$ cat src/sv/box_blur_3x3_rgb_core_assert.svh
// Assertion macros for the 3x3 box blur core.
// Expects clk_i and rst_ni in the scope where the macros are used.
`ifndef BOX_BLUR_3X3_RGB_CORE_ASSERT_SVH
`define BOX_BLUR_3X3_RGB_CORE_ASSERT_SVH

// Same-cycle implication, disabled during reset.
`define BB3_ASSERT_IMP(lbl, ante, cons, msg) \
  lbl: assert property (@(posedge clk_i) disable iff (!rst_ni) (ante) |-> (cons)) \
    else $error(msg);

// Next-cycle implication, disabled during reset.
`define BB3_ASSERT_NXT(lbl, ante, cons, msg) \
  lbl: assert property (@(posedge clk_i) disable iff (!rst_ni) (ante) |=> (cons)) \
    else $error(msg);

`endif

$ cat src/sv/bb3_pkg.sv
// Shared types and constants of the 3x3 box blur core.
// No dependencies; the interfaces and modules of the block refer to it by scoped names.
`timescale 1ns / 1ps

package bb3_pkg;

  localparam int unsigned CH_W   = 8;
  localparam int unsigned PIX_W  = 3 * CH_W;
  localparam int unsigned POS_W  = 10;
  localparam int unsigned CFG_W  = 11;
  localparam int unsigned SUM_W  = 12;
  localparam int unsigned APB_AW = 3;
  localparam int unsigned APB_DW = 32;

  localparam int unsigned DEF_MAX_WIDTH  = 1024;
  localparam int unsigned DEF_MAX_HEIGHT = 1024;

  localparam logic [CFG_W-1:0] DIM_RESET = 11'd1024;

  // Register index, decoded from paddr[2].
  localparam logic REG_IMAGE_WIDTH  = 1'b0;
  localparam logic REG_IMAGE_HEIGHT = 1'b1;

  typedef struct packed {
    logic [CH_W-1:0] red_in;
    logic [CH_W-1:0] green_in;
    logic [CH_W-1:0] blue_in;
  } pix_t;

  typedef struct packed {
    logic [CH_W-1:0]  red_out;
    logic [CH_W-1:0]  green_out;
    logic [CH_W-1:0]  blue_out;
    logic [POS_W-1:0] out_row;
    logic [POS_W-1:0] out_col;
    logic             last_in_run;
    logic             frame_done;
  } res_t;

  typedef enum logic [1:0] {
    ST_IDLE,
    ST_LOAD,
    ST_SUM,
    ST_OUT
  } state_e;

  typedef struct packed {
    logic accept;
    logic load;
    logic sum;
    logic out;
    logic ysel;
    logic xsel;
    logic last;
  } cmd_t;

  typedef struct packed {
    logic has_y0;
    logic has_y1;
    logic has_x0;
    logic has_x1;
    logic out_free;
  } status_t;

endpackage

$ cat src/sv/bb3_regs.sv
// APB register file of the box blur core: frame width and height.
// Depends on bb3_pkg; delivers clamped last column/row and a frame restart pulse.
`timescale 1ns / 1ps

module bb3_regs #(
  parameter int unsigned MAX_WIDTH  = bb3_pkg::DEF_MAX_WIDTH,
  parameter int unsigned MAX_HEIGHT = bb3_pkg::DEF_MAX_HEIGHT
) (
  input  logic                        clk_i,
  input  logic                        rst_ni,
  input  logic                        psel,
  input  logic                        penable,
  input  logic                        pwrite,
  input  logic [bb3_pkg::APB_AW-1:0]  paddr,
  input  logic [bb3_pkg::APB_DW-1:0]  pwdata,
  output logic [bb3_pkg::APB_DW-1:0]  prdata,
  output logic                        pready,
  output logic [$clog2(MAX_WIDTH)-1:0] last_col_o,
  output logic [((MAX_HEIGHT > 1) ? $clog2(MAX_HEIGHT) : 1)-1:0] last_row_o,
  output logic                        restart_o
);

  localparam int unsigned CW = $clog2(MAX_WIDTH);
  localparam int unsigned RW = (MAX_HEIGHT > 1) ? $clog2(MAX_HEIGHT) : 1;

  logic [bb3_pkg::CFG_W-1:0] width_q;
  logic [bb3_pkg::CFG_W-1:0] height_q;
  logic                      wr_en;

  assign pready = 1'b1;
  assign wr_en  = psel && penable && pwrite;
  // Any register write starts a new frame.
  assign restart_o = wr_en;

  always_ff @(posedge clk_i or negedge rst_ni) begin
    if (!rst_ni) begin
      width_q  <= bb3_pkg::DIM_RESET;
      height_q <= bb3_pkg::DIM_RESET;
    end else if (wr_en) begin
      case (paddr[2])
        bb3_pkg::REG_IMAGE_WIDTH:  width_q  <= pwdata[bb3_pkg::CFG_W-1:0];
        bb3_pkg::REG_IMAGE_HEIGHT: height_q <= pwdata[bb3_pkg::CFG_W-1:0];
        default: ;
      endcase
    end
  end

  always_comb begin
    case (paddr[2])
      bb3_pkg::REG_IMAGE_WIDTH:  prdata = bb3_pkg::APB_DW'(width_q);
      bb3_pkg::REG_IMAGE_HEIGHT: prdata = bb3_pkg::APB_DW'(height_q);
      default:                   prdata = '0;
    endcase
  end

  // A dimension of zero acts as one; one above the maximum acts as the maximum.
  always_comb begin
    if (width_q == '0) begin
      last_col_o = '0;
    end else if (32'(width_q) > 32'(MAX_WIDTH)) begin
      last_col_o = CW'(MAX_WIDTH - 1);
    end else begin
      last_col_o = CW'(width_q - 1'b1);
    end
  end

  always_comb begin
    if (height_q == '0) begin
      last_row_o = '0;
    end else if (32'(height_q) > 32'(MAX_HEIGHT)) begin
      last_row_o = RW'(MAX_HEIGHT - 1);
    end else begin
      last_row_o = RW'(height_q - 1'b1);
    end
  end

endmodule

$ cat config.mk
export PLATFORM = sky130hd
export DESIGN_NAME = bb3_regs
export DESIGN_NICKNAME = d
export VERILOG_FILES = /design/src/sv/box_blur_3x3_rgb_core_assert.svh /design/src/sv/bb3_pkg.sv /design/src/sv/bb3_regs.sv
export SDC_FILE = /design/constraint.sdc
export NUM_CORES = 1
export LEC_CHECK = 0
export BUFFER_PORTS_ARGS = -buffer_cell sky130_fd_sc_hd__buf_2
export CAP_MARGIN = 25
export CORE_UTILIZATION = 45
export CTS_CLUSTER_DIAMETER = 60
export DETAILED_ROUTE_END_ITERATION = 8
export PLACE_DENSITY = 0.8
export SKIP_CTS_REPAIR_TIMING = 1
export SLEW_MARGIN = 20
export SYNTH_ARGS = -nofsm -noshare
export SYNTH_HDL_FRONTEND = slang
export SYNTH_SLANG_ARGS = --single-unit
$ cat constraint.sdc
create_clock -name clk_i -period 2.6 [get_ports clk_i]
set_input_delay 0.52 -clock clk_i [delete_from_list [all_inputs] [get_ports clk_i]]
set_output_delay 0.52 -clock clk_i [all_outputs]
set_load 0.05 [all_outputs]
==> reports/qor.txt <==
outcome - finished, final reports clean
Worst-path clk slew - 80 ps
drt first pass iters - 4
Die Footprint - 0.00418 mm^2
min Tclk post-route - 2560 ps
Net Sw Power - 0.00111 W
IO buf count - 48
vias in the first global route - 1,295
max layer used - met4
antenna viol nets, final - 0
slew of the pin with the lowest slew margin - 562 ps
post-route setup TNS - 0 ps
Clk network pwr share - 14.6%
flops & latches, synth - 22
Crit Path Max Fanout - 6
# diodes - 0
asr flop ratio synth - 100%
Primary FF master, synth - dfrtp_1
PD cells - 991 mW/mm^2
largest net degree at the start of global routing - 23
row count - 22
number of nets in the layout - 283
routed wl met2 - 1930 um
Yosys top cell by area - dfrtp_1
CTS Buf Count - 3
Starting Density - 47.5%
Cells after Synth - 189
FMAX - 0.390 GHz
Hold Vio Cnt, Final - 0
Max VDD drop - 0.473 mV
DR vias/cell - 5.20
clk_lat worst skew - 260 ps
TritonCTS clock tree - done
hpwl dp - 2830 um
io pins - 94
fin crit share - 98.6%
max capacitance violation total - 0
top cells by area, synth - dfrtp_1 (28%), mux2_2 (20%), buf_4 (9.4%), dfstp_2 (3.0%), nor3_1 (2.3%)
WL met3 - 209 um
internal power - 0.00104 W
fraction of layout cells with a size suffix above 1 - 48.8%
post-synthesis sequential area ratio - 31.3%
slew margin rel. - 62.5%
clock sink total - 22
GRT overflow - 0
total wire length - 3860 um
fill count - 331
Mean Syn Cell Area - 9.33 um^2
Routability Congestion - 0.779
DRC - 0
Yosys cell types - 40
WL/cell - 13.4 um
placed cell area - 0.00200 mm^2
Critical Path RT - 2080 ps
root buffer cell - clkbuf_8
Crit. End Element - output port
top-area cell type share of the netlist area - 28.4%
Worst Hold Class - input pin to asynchronous set/reset pin
Flop pwr share - 26.0%
core area - 0.00372 mm^2
first-pass GRT wire length - 6090 um
die height - 64.6 um
Arrival @ worst endpoint - 2040 ps
Iter 0 DRT Violations - 50
total number of vias - 1,499
WS Path Type - register to output port
CP Launch Type - register
RSZ-0062 raised after global routing - yes
P&R area growth vs syn - 23.0%
number of synthesis warnings - 0
Pleak - 0.994 nW
Layout Skew - 0 ps
met1 WL - 1690 um
final setup violation count - 0
H-tree Lvls - 1
sw frac - 51.7%
initial antenna violation count - 0
Cell Area, Synth - 0.00176 mm^2
Comb pwr share - 59.3%
post-route cell area - 0.00217 mm^2
commonest cells after routing, fill and taps aside - buf_2 (43), mux2_2 (31), conb_1 (22), dfrtp_1 (19), buf_4 (13)
commonest non-fill, non-tap cell in the layout - buf_2
Post-synth EDFFs - 0
Die X - 64.6 um
Clock Path Buffers - 2
gr usage total - 18.6%
fin. max-slew vios - 0
Total Power - 0.00215 W
critical path, stage by stage (launching register included):
cell and delay, ps:
dfrtp_1 390, or4_4 600, nor3_4 180, nand2_2 120, maj3_2 290, buf_2 210
stage by stage:
stage | util [%] | std cells | hold slack [ps] | worst slack, ps
5_1_grt | 58.4 | 288 | 246 | -28.1
3_3_place_gp | 53.7 | 279 | 502 | 201
6_report | 58.4 | 288 | 218 | 36.7
3_5_place_dp | 53.7 | 279 | 505 | 186
2_1_floorplan | - | 209 | 224 | -34.1
4_1_cts | 55.7 | 283 | 226 | -107
Yosys cell counts (all sizes together) (5+ instances only):
master and instances:
inv 6, nor3 9, clkbuf 10, buf 24, dfrtp 20, nor2 9
a21oi 5, mux2 32, o21ai 11, nand2 11
per-layer routing:
| metal | track usage, % | up-vias |
|---|---|---|
| li1 | - | 719 |
| met1 | 23.5 | 710 |
| met2 | 32.6 | 63 |
| met3 | 4.23 | 7 |
| met4 | 3.06 | 0 |
| met5 | 0 | - |
sequential cells by signal, indices dropped and copies added (netlist names):
name and count:
height_q 11, width_q 11
path summary, 6_finish.rpt:
check | start | end | slack [ps] | cells after the start
max | height_q[4]$_DFFE_PN0P_ | last_row_o[5] | 40 | 5
max in group asynchronous | rst_ni | height_q[3]$_DFFE_PN0P_ | 2010 | 1
min in group clk_i | pwdata[7] | width_q[7]$_DFFE_PN0P_ | 500 | 2
min reg2reg | height_q[6]$_DFFE_PN0P_ | height_q[6]$_DFFE_PN0P_ | 570 | 1
min | rst_ni | width_q[9]$_DFFE_PN0P_ | 220 | 1
max reg2reg | height_q[10]$_DFFE_PN1P_ | height_q[10]$_DFFE_PN1P_ | 1630 | 1
cell type report:
| class | count | area [um^2] | share of cell area, % |
|---|---|---|---|
| multi-input combinational | 147 | 1100 | 50.5 |
| clock inverter | 1 | 30.0 | 1.38 |
| inverter | 6 | 22.5 | 1.04 |
| sequential | 22 | 554 | 25.5 |
| tap | 48 | 60.1 | 2.77 |
| clock buffer | 3 | 41.3 | 1.90 |
| timing repair buffer | 61 | 365 | 16.8 |
kinds of logic after synthesis:
kind of cell	count (synthesis)	synth area share [%]
adders and majority gates	5	3.33
xor gates and xnor gates	8	3.97
and+or+nand+nor	50	16.2
buffers and inverters	40	13.6
muxes	32	20.4
other	2	0.426
AOI/OAI and AO/OA	30	10.6
DFF	22	31.3
power groups by stage:
stage | sequential, W | combinational [W] | clock (W)
floorplan | 0.000497 | 0.00104 | 0
global placement | 0.000558 | 0.00120 | 0
detailed placement | 0.000563 | 0.00121 | 0
CTS | 0.000556 | 0.00121 | 0.000318
global route | 0.000578 | 0.00135 | 0.000332
finish | 0.000560 | 0.00128 | 0.000315
Note: power is estimated with default switching activity, not from simulation.
