--- config.mk ---
export PLATFORM = sky130hd
export DESIGN_NAME = bb3_ctrl
export DESIGN_NICKNAME = d
export VERILOG_FILES = /design/src/sv/box_blur_3x3_rgb_core_assert.svh /design/src/sv/bb3_pkg.sv /design/src/sv/bb3_ctrl.sv
export SDC_FILE = /design/constraint.sdc
export NUM_CORES = 1
export LEC_CHECK = 0
export BUFFER_PORTS_ARGS = -buffer_cell sky130_fd_sc_hd__buf_2
export CAP_MARGIN = 30
export CORE_AREA = 2 2 39 41
export CTS_BUF_LIST = sky130_fd_sc_hd__clkbuf_2 sky130_fd_sc_hd__clkbuf_4 sky130_fd_sc_hd__clkbuf_8
export DETAILED_ROUTE_END_ITERATION = 10
export DIE_AREA = 0 0 41 43
export MAX_ROUTING_LAYER = met4
export PLACE_DENSITY = 0.55
export SETUP_SLACK_MARGIN = 0.2
export SYNTH_ARGS = -nofsm -noshare
export SYNTH_HDL_FRONTEND = slang
export SYNTH_SLANG_ARGS = --single-unit
--- constraint.sdc ---
create_clock -name clk_i -period 1.29 [get_ports clk_i]
set_clock_uncertainty 0.1 [all_clocks]
set_input_delay 0.387 -clock clk_i [delete_from_list [all_inputs] [get_ports clk_i]]
set_output_delay 0.387 -clock clk_i [all_outputs]
set_load 0.05 [all_outputs]
--- src/sv/box_blur_3x3_rgb_core_assert.svh ---
// Assertion macros for the 3x3 box blur core.
// Expects clk_i and rst_ni in the scope where the macros are used.
`ifndef BOX_BLUR_3X3_RGB_CORE_ASSERT_SVH
`define BOX_BLUR_3X3_RGB_CORE_ASSERT_SVH

// Same-cycle implication, disabled during reset.
`define BB3_ASSERT_IMP(lbl, ante, cons, msg) \
  lbl: assert property (@(posedge clk_i) disable iff (!rst_ni) (ante) |-> (cons)) \
    else $error(msg);

// Next-cycle implication, disabled during reset.
`define BB3_ASSERT_NXT(lbl, ante, cons, msg) \
  lbl: assert property (@(posedge clk_i) disable iff (!rst_ni) (ante) |=> (cons)) \
    else $error(msg);

`endif

--- src/sv/bb3_pkg.sv ---
// Shared types and constants of the 3x3 box blur core.
// No dependencies; the interfaces and modules of the block refer to it by scoped names.
`timescale 1ns / 1ps

package bb3_pkg;

  localparam int unsigned CH_W   = 8;
  localparam int unsigned PIX_W  = 3 * CH_W;
  localparam int unsigned POS_W  = 10;
  localparam int unsigned CFG_W  = 11;
  localparam int unsigned SUM_W  = 12;
  localparam int unsigned APB_AW = 3;
  localparam int unsigned APB_DW = 32;

  localparam int unsigned DEF_MAX_WIDTH  = 1024;
  localparam int unsigned DEF_MAX_HEIGHT = 1024;

  localparam logic [CFG_W-1:0] DIM_RESET = 11'd1024;

  // Register index, decoded from paddr[2].
  localparam logic REG_IMAGE_WIDTH  = 1'b0;
  localparam logic REG_IMAGE_HEIGHT = 1'b1;

  typedef struct packed {
    logic [CH_W-1:0] red_in;
    logic [CH_W-1:0] green_in;
    logic [CH_W-1:0] blue_in;
  } pix_t;

  typedef struct packed {
    logic [CH_W-1:0]  red_out;
    logic [CH_W-1:0]  green_out;
    logic [CH_W-1:0]  blue_out;
    logic [POS_W-1:0] out_row;
    logic [POS_W-1:0] out_col;
    logic             last_in_run;
    logic             frame_done;
  } res_t;

  typedef enum logic [1:0] {
    ST_IDLE,
    ST_LOAD,
    ST_SUM,
    ST_OUT
  } state_e;

  typedef struct packed {
    logic accept;
    logic load;
    logic sum;
    logic out;
    logic ysel;
    logic xsel;
    logic last;
  } cmd_t;

  typedef struct packed {
    logic has_y0;
    logic has_y1;
    logic has_x0;
    logic has_x1;
    logic out_free;
  } status_t;

endpackage

--- src/sv/bb3_ctrl.sv ---
// Controller of the box blur core: accepts a pixel, loads the window and then
// steps through the up to four results it completes. Depends on bb3_pkg.
`timescale 1ns / 1ps

module bb3_ctrl (
  input  logic             clk_i,
  input  logic             rst_ni,
  input  logic             in_valid_i,
  output logic             in_ready_o,
  input  bb3_pkg::status_t status_i,
  output bb3_pkg::cmd_t    cmd_o
);

  bb3_pkg::state_e state_q, state_d;
  logic            ysel_q, ysel_d;
  logic            xsel_q, xsel_d;
  logic            any_slot;
  logic            next_x;
  logic            next_y;
  logic            has_next;

  // Results go rows outer (previous row, then last row), columns inner.
  assign any_slot = (status_i.has_y0 || status_i.has_y1) &&
                    (status_i.has_x0 || status_i.has_x1);
  assign next_x   = !xsel_q && status_i.has_x1;
  assign next_y   = !ysel_q && status_i.has_y1;
  assign has_next = next_x || next_y;

  always_comb begin
    state_d = state_q;
    case (state_q)
      bb3_pkg::ST_IDLE: begin
        if (in_valid_i) state_d = bb3_pkg::ST_LOAD;
      end
      bb3_pkg::ST_LOAD: begin
        state_d = any_slot ? bb3_pkg::ST_SUM : bb3_pkg::ST_IDLE;
      end
      bb3_pkg::ST_SUM: begin
        state_d = bb3_pkg::ST_OUT;
      end
      bb3_pkg::ST_OUT: begin
        if (status_i.out_free) begin
          state_d = has_next ? bb3_pkg::ST_SUM : bb3_pkg::ST_IDLE;
        end
      end
      default: state_d = bb3_pkg::ST_IDLE;
    endcase
  end

  always_comb begin
    ysel_d = ysel_q;
    xsel_d = xsel_q;
    if (state_q == bb3_pkg::ST_LOAD) begin
      ysel_d = !status_i.has_y0;
      xsel_d = !status_i.has_x0;
    end else if (state_q == bb3_pkg::ST_OUT && status_i.out_free && has_next) begin
      if (next_x) begin
        xsel_d = 1'b1;
      end else begin
        ysel_d = 1'b1;
        xsel_d = !status_i.has_x0;
      end
    end
  end

  always_comb begin
    in_ready_o   = 1'b0;
    cmd_o        = '0;
    cmd_o.ysel   = ysel_q;
    cmd_o.xsel   = xsel_q;
    cmd_o.last   = !has_next;
    case (state_q)
      bb3_pkg::ST_IDLE: begin
        in_ready_o   = 1'b1;
        cmd_o.accept = in_valid_i;
      end
      bb3_pkg::ST_LOAD: cmd_o.load = 1'b1;
      bb3_pkg::ST_SUM:  cmd_o.sum  = 1'b1;
      bb3_pkg::ST_OUT:  cmd_o.out  = status_i.out_free;
      default: ;
    endcase
  end

  always_ff @(posedge clk_i or negedge rst_ni) begin
    if (!rst_ni) begin
      state_q <= bb3_pkg::ST_IDLE;
      ysel_q  <= 1'b0;
      xsel_q  <= 1'b0;
    end else begin
      state_q <= state_d;
      ysel_q  <= ysel_d;
      xsel_q  <= xsel_d;
    end
  end

endmodule

==> impl_metrics.tcl, run 1 <==
set metrics [dict create \
    final_common_cell "buf_6" \
    fin_nets 74 \
    p_per_area_nw_per_um2 2760 \
    drtIter0Drc 2 \
    grt_max_degree 7 \
    die_h_um 43 \
    routed_via_density 4.28 \
    synthesis.area_um2 273 \
    slew_viol_final 0 \
    max_freq_mhz 635 \
    syn_area_per_cell_um2 9.09 \
    finalPower_w 0.00192 \
    peakVddDrop_v 0.00108 \
    grt_pass1_vias 338 \
    crit_buf_inv 1 \
    die_w_um 41 \
    cts_max_path_buffers 2 \
    dr.pass1.iters 4 \
    status "finished with violations" \
    placementRows 14 \
    tritoncts "done" \
    cp.required_ns 0.80 \
    grt-ovfl-total 0 \
    fin_tns_setup_ns -2.21 \
    synth_seq_area_share 0.367 \
    tightestPinTransition_ns 0.255 \
    num_antenna_cells 0 \
    dpl.hpwl_um 613 \
    ios 16 \
    slowest_delay_ns 0.45 \
    grt_pass1_wl_um 1380 \
    relSlewSlack 0.830 \
    clkTransAtPathRegs_ns 0.04 \
    worstHoldPathType "input port to flop" \
    cts_buffers 3 \
    area_growth_pct 156 \
    violations "setup timing" \
    cts.sinks 4 \
    yosys_warnings 0 \
    fin_ws_ns -0.284 \
    drc_errors 0 \
    worstPathCellList "and2b_4 -> buf_8" \
    core_area_um2 1380 \
    critPathCaptureType "primary output" \
    htree_levels 1 \
    crit_type "flop to primary output" \
    initial_utilization 0.197 \
    final.min_clock_period_ns 1.57 \
    worstPathArrival_ns 1.09 \
    antenna_found_initial 0 \
    layout_common_cells "buf_6, buf_2, buf_4" \
    synthesis.nets 38 \
    dieArea_um2 1760 \
    cpMaxStageDelayCell "dfrtp_2" \
    cp_top_family "flip-flops" \
    setup_viol 10 \
    leakage_nw 0.335 \
    worstPathMaxFanout 6 \
    rsz0062_at_grt "true" \
    postRouteAntennaNets 0 \
    critPathLaunchType "flop" \
    synth_cell_type_count 18 \
    insertion_delay_ns 0.24 \
    gp_congestion 0.614 \
    finalCritPeriodShare 1.22 \
    vias 347 \
    preCtsSetupSlack_ns -0.169 \
    root_buffer "clkbuf_4" \
    drt_wl_total_um 1000 \
    ys_ff_latch 4 \
    drive_above_1_share 0.785 \
    numPortBuffers 15 \
    syn-instance-count 30 \
    grt_util_all_layers 0.122 \
    wl_per_cell_um 12.4 \
    drv_cap 0 \
    final-hold-violation-count 0 \
]
timing repair:
action / 4_1_cts / 5_1_grt
setup buffers: 4 / 4
gates resized for setup: 29 / 8
endpoints found under the setup margin: 11 / 11
hold buffers: 1 / 0
pin swaps: 5 / 4
hold endpoints to repair: 4 / 0
cells in the mapped netlist:
library cell / count / share of area
and2b_2: 1 / 0.032
o211a_1: 1 / 0.037
a21oi_1: 5 / 0.092
inv_1: 2 / 0.028
o2111ai_1: 1 / 0.032
or2_1: 1 / 0.023
nor2_1: 1 / 0.014
a21boi_2: 1 / 0.041
and3_1: 1 / 0.023
dfrtp_1: 4 / 0.37
nand2_1: 1 / 0.014
nand2b_1: 2 / 0.046
buf_6: 1 / 0.041
a311oi_1: 1 / 0.032
buf_4: 2 / 0.055
and2_1: 2 / 0.046
o22a_1: 1 / 0.032
nor2b_1: 2 / 0.046
per-stage QoR:
step                       util  cells  cell area [um^2]  hold WS (ns)
final                     0.504     81               697         0.247
after global routing      0.504     81               697         0.251
after CTS                 0.455     77               629         0.237
after detailed placement  0.329     68               455        0.0957
after global placement    0.329     68               455        0.0935
after floorplan               -     30               312      -0.00859
sequential cells by signal (all words and copies together), names as in the netlist:
| register | flops |
|---|---|
| state_q | 2 |
| xsel_q | 1 |
| ysel_q | 1 |
worst paths after layout:
| check | startpoint | slack [ns] | endpoint | cells past startpoint |
|---|---|---|---|---|
| min in group asynchronous | rst_ni | 0.38 | state_q[1]$_DFFE_PN0P_ | 2 |
| min | status_i[0] | 0.25 | state_q[0]$_DFFE_PN0P_ | 2 |
| max | state_q[0]$_DFFE_PN0P_ | -0.28 | cmd_o[4] | 2 |
| max in group asynchronous | rst_ni | 0.58 | state_q[0]$_DFFE_PN0P_ | 2 |
| min reg2reg | state_q[0]$_DFFE_PN0P_ | 0.55 | state_q[0]$_DFFE_PN0P_ | 2 |
| max reg2reg | state_q[1]$_DFFE_PN0P_ | -0.19 | xsel_q$_DFFE_PN0P_ | 5 |
where the power goes:
group	internal (W)	switching, W
clock	0.000137	0.0000523
combinational	0.000766	0.000681
sequential	0.000193	0.0000937
routing by layer:
metal	vias to the layer above	global-route usage	share of wire
met4	0	0.0800	0
met2	11	0.197	0.59
met5	-	-	0
met3	0	0.0157	0.041
met1	165	0.130	0.37
li1	171	-	-
cells by family after synthesis:
| logic type | share of synthesized area |
|---|---|
| AND/OR/NAND/NOR | 0.243 |
| AO/OA/AOI/OAI | 0.266 |
| buffers and inverters | 0.124 |
| flip-flops | 0.367 |
cell type report:
cell class              instances  area [um^2]
repair buffers                 34          328
inverters                       2         7.51
clock buffers                   4         30.0
flip-flops and latches          4          103
well taps                      16         20.0
multi-input cells              21          209
fillers                       130          687
Power figures use the tool's default switching activity.
==> inputs of run 2 (changes only) <==
--- a/config.mk
+++ b/config.mk
@@ -13,6 +13,7 @@
 export DIE_AREA = 0 0 41 43
 export MAX_ROUTING_LAYER = met4
 export PLACE_DENSITY = 0.55
+export REMOVE_ABC_BUFFERS = 1
 export SETUP_SLACK_MARGIN = 0.2
 export SYNTH_ARGS = -nofsm -noshare
 export SYNTH_HDL_FRONTEND = slang
==> run 2 against run 1 <==
Compared with the run above: the flow still finishes with violations (setup timing); total power fell by 13%; worst hold slack better by 0.0070 ns; register-to-register slack better by 0.14 ns; count of clock-buffer cells in the layout decreased by 1; global-route usage down 0.70 points; setup slack improved by 0.017 ns; core utilization down 5.7 points; fmax up 1.1%; critical endpoint is now cmd_o[6]; largest cell class unchanged; largest power group unchanged; highest routed layer unchanged.
==> impl_metrics.tcl, run 2 (synthesis gave the netlist of run 1 again) <==
set metrics [dict create \
    status "finished with violations" \
    violations "setup timing" \
    antenna_found_initial 0 \
    fin_ws_ns -0.268 \
    worstHoldPathType "input port to flop" \
    cts_max_path_buffers 2 \
    fin_util 0.447 \
    routed_via_density 4.16 \
    min_to "ysel_q$_DFFE_PN0P_" \
    core_area_um2 1380 \
    max_freq_mhz 642 \
    rrSetupSlack_ns -0.05 \
    final_common_cell "buf_4" \
    cts_buffers 3 \
    numPortBuffers 15 \
    slew_viol_final 0 \
    drive_above_1_share 0.723 \
    finalCritPeriodShare 1.21 \
    area_growth_pct 127 \
    vias 337 \
    tightestPinTransition_ns 0.246 \
    setup_viol 10 \
    top_regs "state_q: 2 flops, xsel_q: 1 flops, ysel_q: 1 flops" \
    peakVddDrop_v 0.00114 \
    htree_levels 1 \
    postRouteAntennaNets 0 \
    relSlewSlack 0.837 \
    placementRows 14 \
    largest_reg_flops 2 \
    wl_per_cell_um 9.70 \
    largest_register "state_q" \
    grt_pass1_wl_um 1320 \
    initial_utilization 0.197 \
    slowest_delay_ns 0.43 \
    timing.rr.start "state_q[0]$_DFFE_PN0P_" \
    insertion_delay_ns 0.23 \
    drv_cap 0 \
    gp_congestion 0.698 \
    final_cells 81 \
    die_h_um 43 \
    critPathLaunchType "flop" \
    die_w_um 41 \
    worstPathMaxFanout 6 \
    r2r_cells 4 \
    tritoncts "done" \
    cpMaxStageDelayCell "dfrtp_2" \
    worstPathCellList "nor2_1 -> and2_1 -> buf_6" \
    grt_max_degree 7 \
    drc_errors 0 \
    final-hold-violation-count 0 \
    cp.required_ns 0.80 \
    num_antenna_cells 0 \
    root_buffer "clkbuf_4" \
    drt_wl_total_um 786 \
    grt-ovfl-total 0 \
    dr.pass1.iters 2 \
    cts.sinks 4 \
    ios 16 \
    drtIter0Drc 2 \
    clkTransAtPathRegs_ns 0.04 \
    leakage_nw 0.314 \
    placedCellCount 72 \
    whs_path_depth 2 \
    fin_nets 75 \
    p_per_area_nw_per_um2 2690 \
    dieArea_um2 1760 \
    grt_pass1_vias 333 \
    final.min_clock_period_ns 1.56 \
    rr_endpoint "xsel_q$_DFFE_PN0P_" \
    worstPathArrival_ns 1.07 \
    layout_common_cells "buf_4, buf_2, buf_6" \
    rsz0062_at_grt "true" \
    grt_util_all_layers 0.115 \
    dpl.hpwl_um 571 \
    critPathCaptureType "primary output" \
    hold_start "status_i[4]" \
    crit_type "flop to primary output" \
]
-- run 2: changes by cell type in the layout (fill, tap and decap cells not counted), sizes merged --
| cell | change |
|---|---|
| buf | +1 |
| clkbuf | -1 |
-- run 2: power by group --
part / switching (W) / total [W] / internal, W
logic: 0.000627 / 0.00126 / 0.000636
clock network: 0.0000452 / 0.000149 / 0.000104
registers: 0.0000642 / 0.000254 / 0.000190
-- run 2: layer usage --
layer / up-vias / routed length (um) / track usage
met3: 0 / 33 / 0.0471
met2: 7 / 435 / 0.178
li1: 173 / - / -
met1: 157 / 317 / 0.128
met5: - / 0 / -
met4: 0 / 0 / 0.0400
-- run 2: worst max-delay path by stage --
stage	depth (start not counted)	endpoint	startpoint
final	3	cmd_o[6]	state_q[1]$_DFFE_PN0P_
after global routing	3	cmd_o[6]	state_q[1]$_DFFE_PN0P_
after CTS	3	cmd_o[6]	state_q[0]$_DFFE_PN0P_
after detailed placement	4	cmd_o[0]	status_i[1]
after global placement	4	cmd_o[0]	status_i[3]
after floorplan	2	cmd_o[6]	state_q[1]$_DFFE_PN0P_
-- run 2: worst max-delay path: cells and delay by family (launching register included) --
family        cells  cell delay, ns
buf+inv           1            0.16
flops             1            0.43
simple gates      2            0.26
-- run 2: layout make-up --
| type | instances | area [um^2] |
|---|---|---|
| clock buffer | 3 | 22.5 |
| fill | 147 | 766 |
| inverter | 2 | 7.51 |
| multi-input combinational | 21 | 173 |
| sequential | 4 | 101 |
| tap | 16 | 20.0 |
| timing repair buffer | 35 | 294 |
-- run 2: timing repair --
item,CTS,global route
buffers inserted,3,2
pin swaps,3,0
hold endpoints to repair,4,0
setup endpoints to repair,11,12
hold buffers,1,0
gates resized for setup,23,5
-- run 2: through the flow --
step | area [um^2] | setup TNS [ns] | setup WS [ns] | hold WS [ns] | power [W]
final | 618 | -1.69 | -0.268 | 0.254 | 0.00167
after CTS | 588 | -1.78 | -0.283 | 0.248 | 0.00159
after floorplan | 246 | -3.29 | -0.826 | -0.00859 | 0.000787
after global placement | 447 | -0.711 | -0.159 | 0.0944 | 0.00112
after detailed placement | 447 | -0.735 | -0.169 | 0.0929 | 0.00113
after global routing | 618 | -2.22 | -0.348 | 0.253 | 0.00177
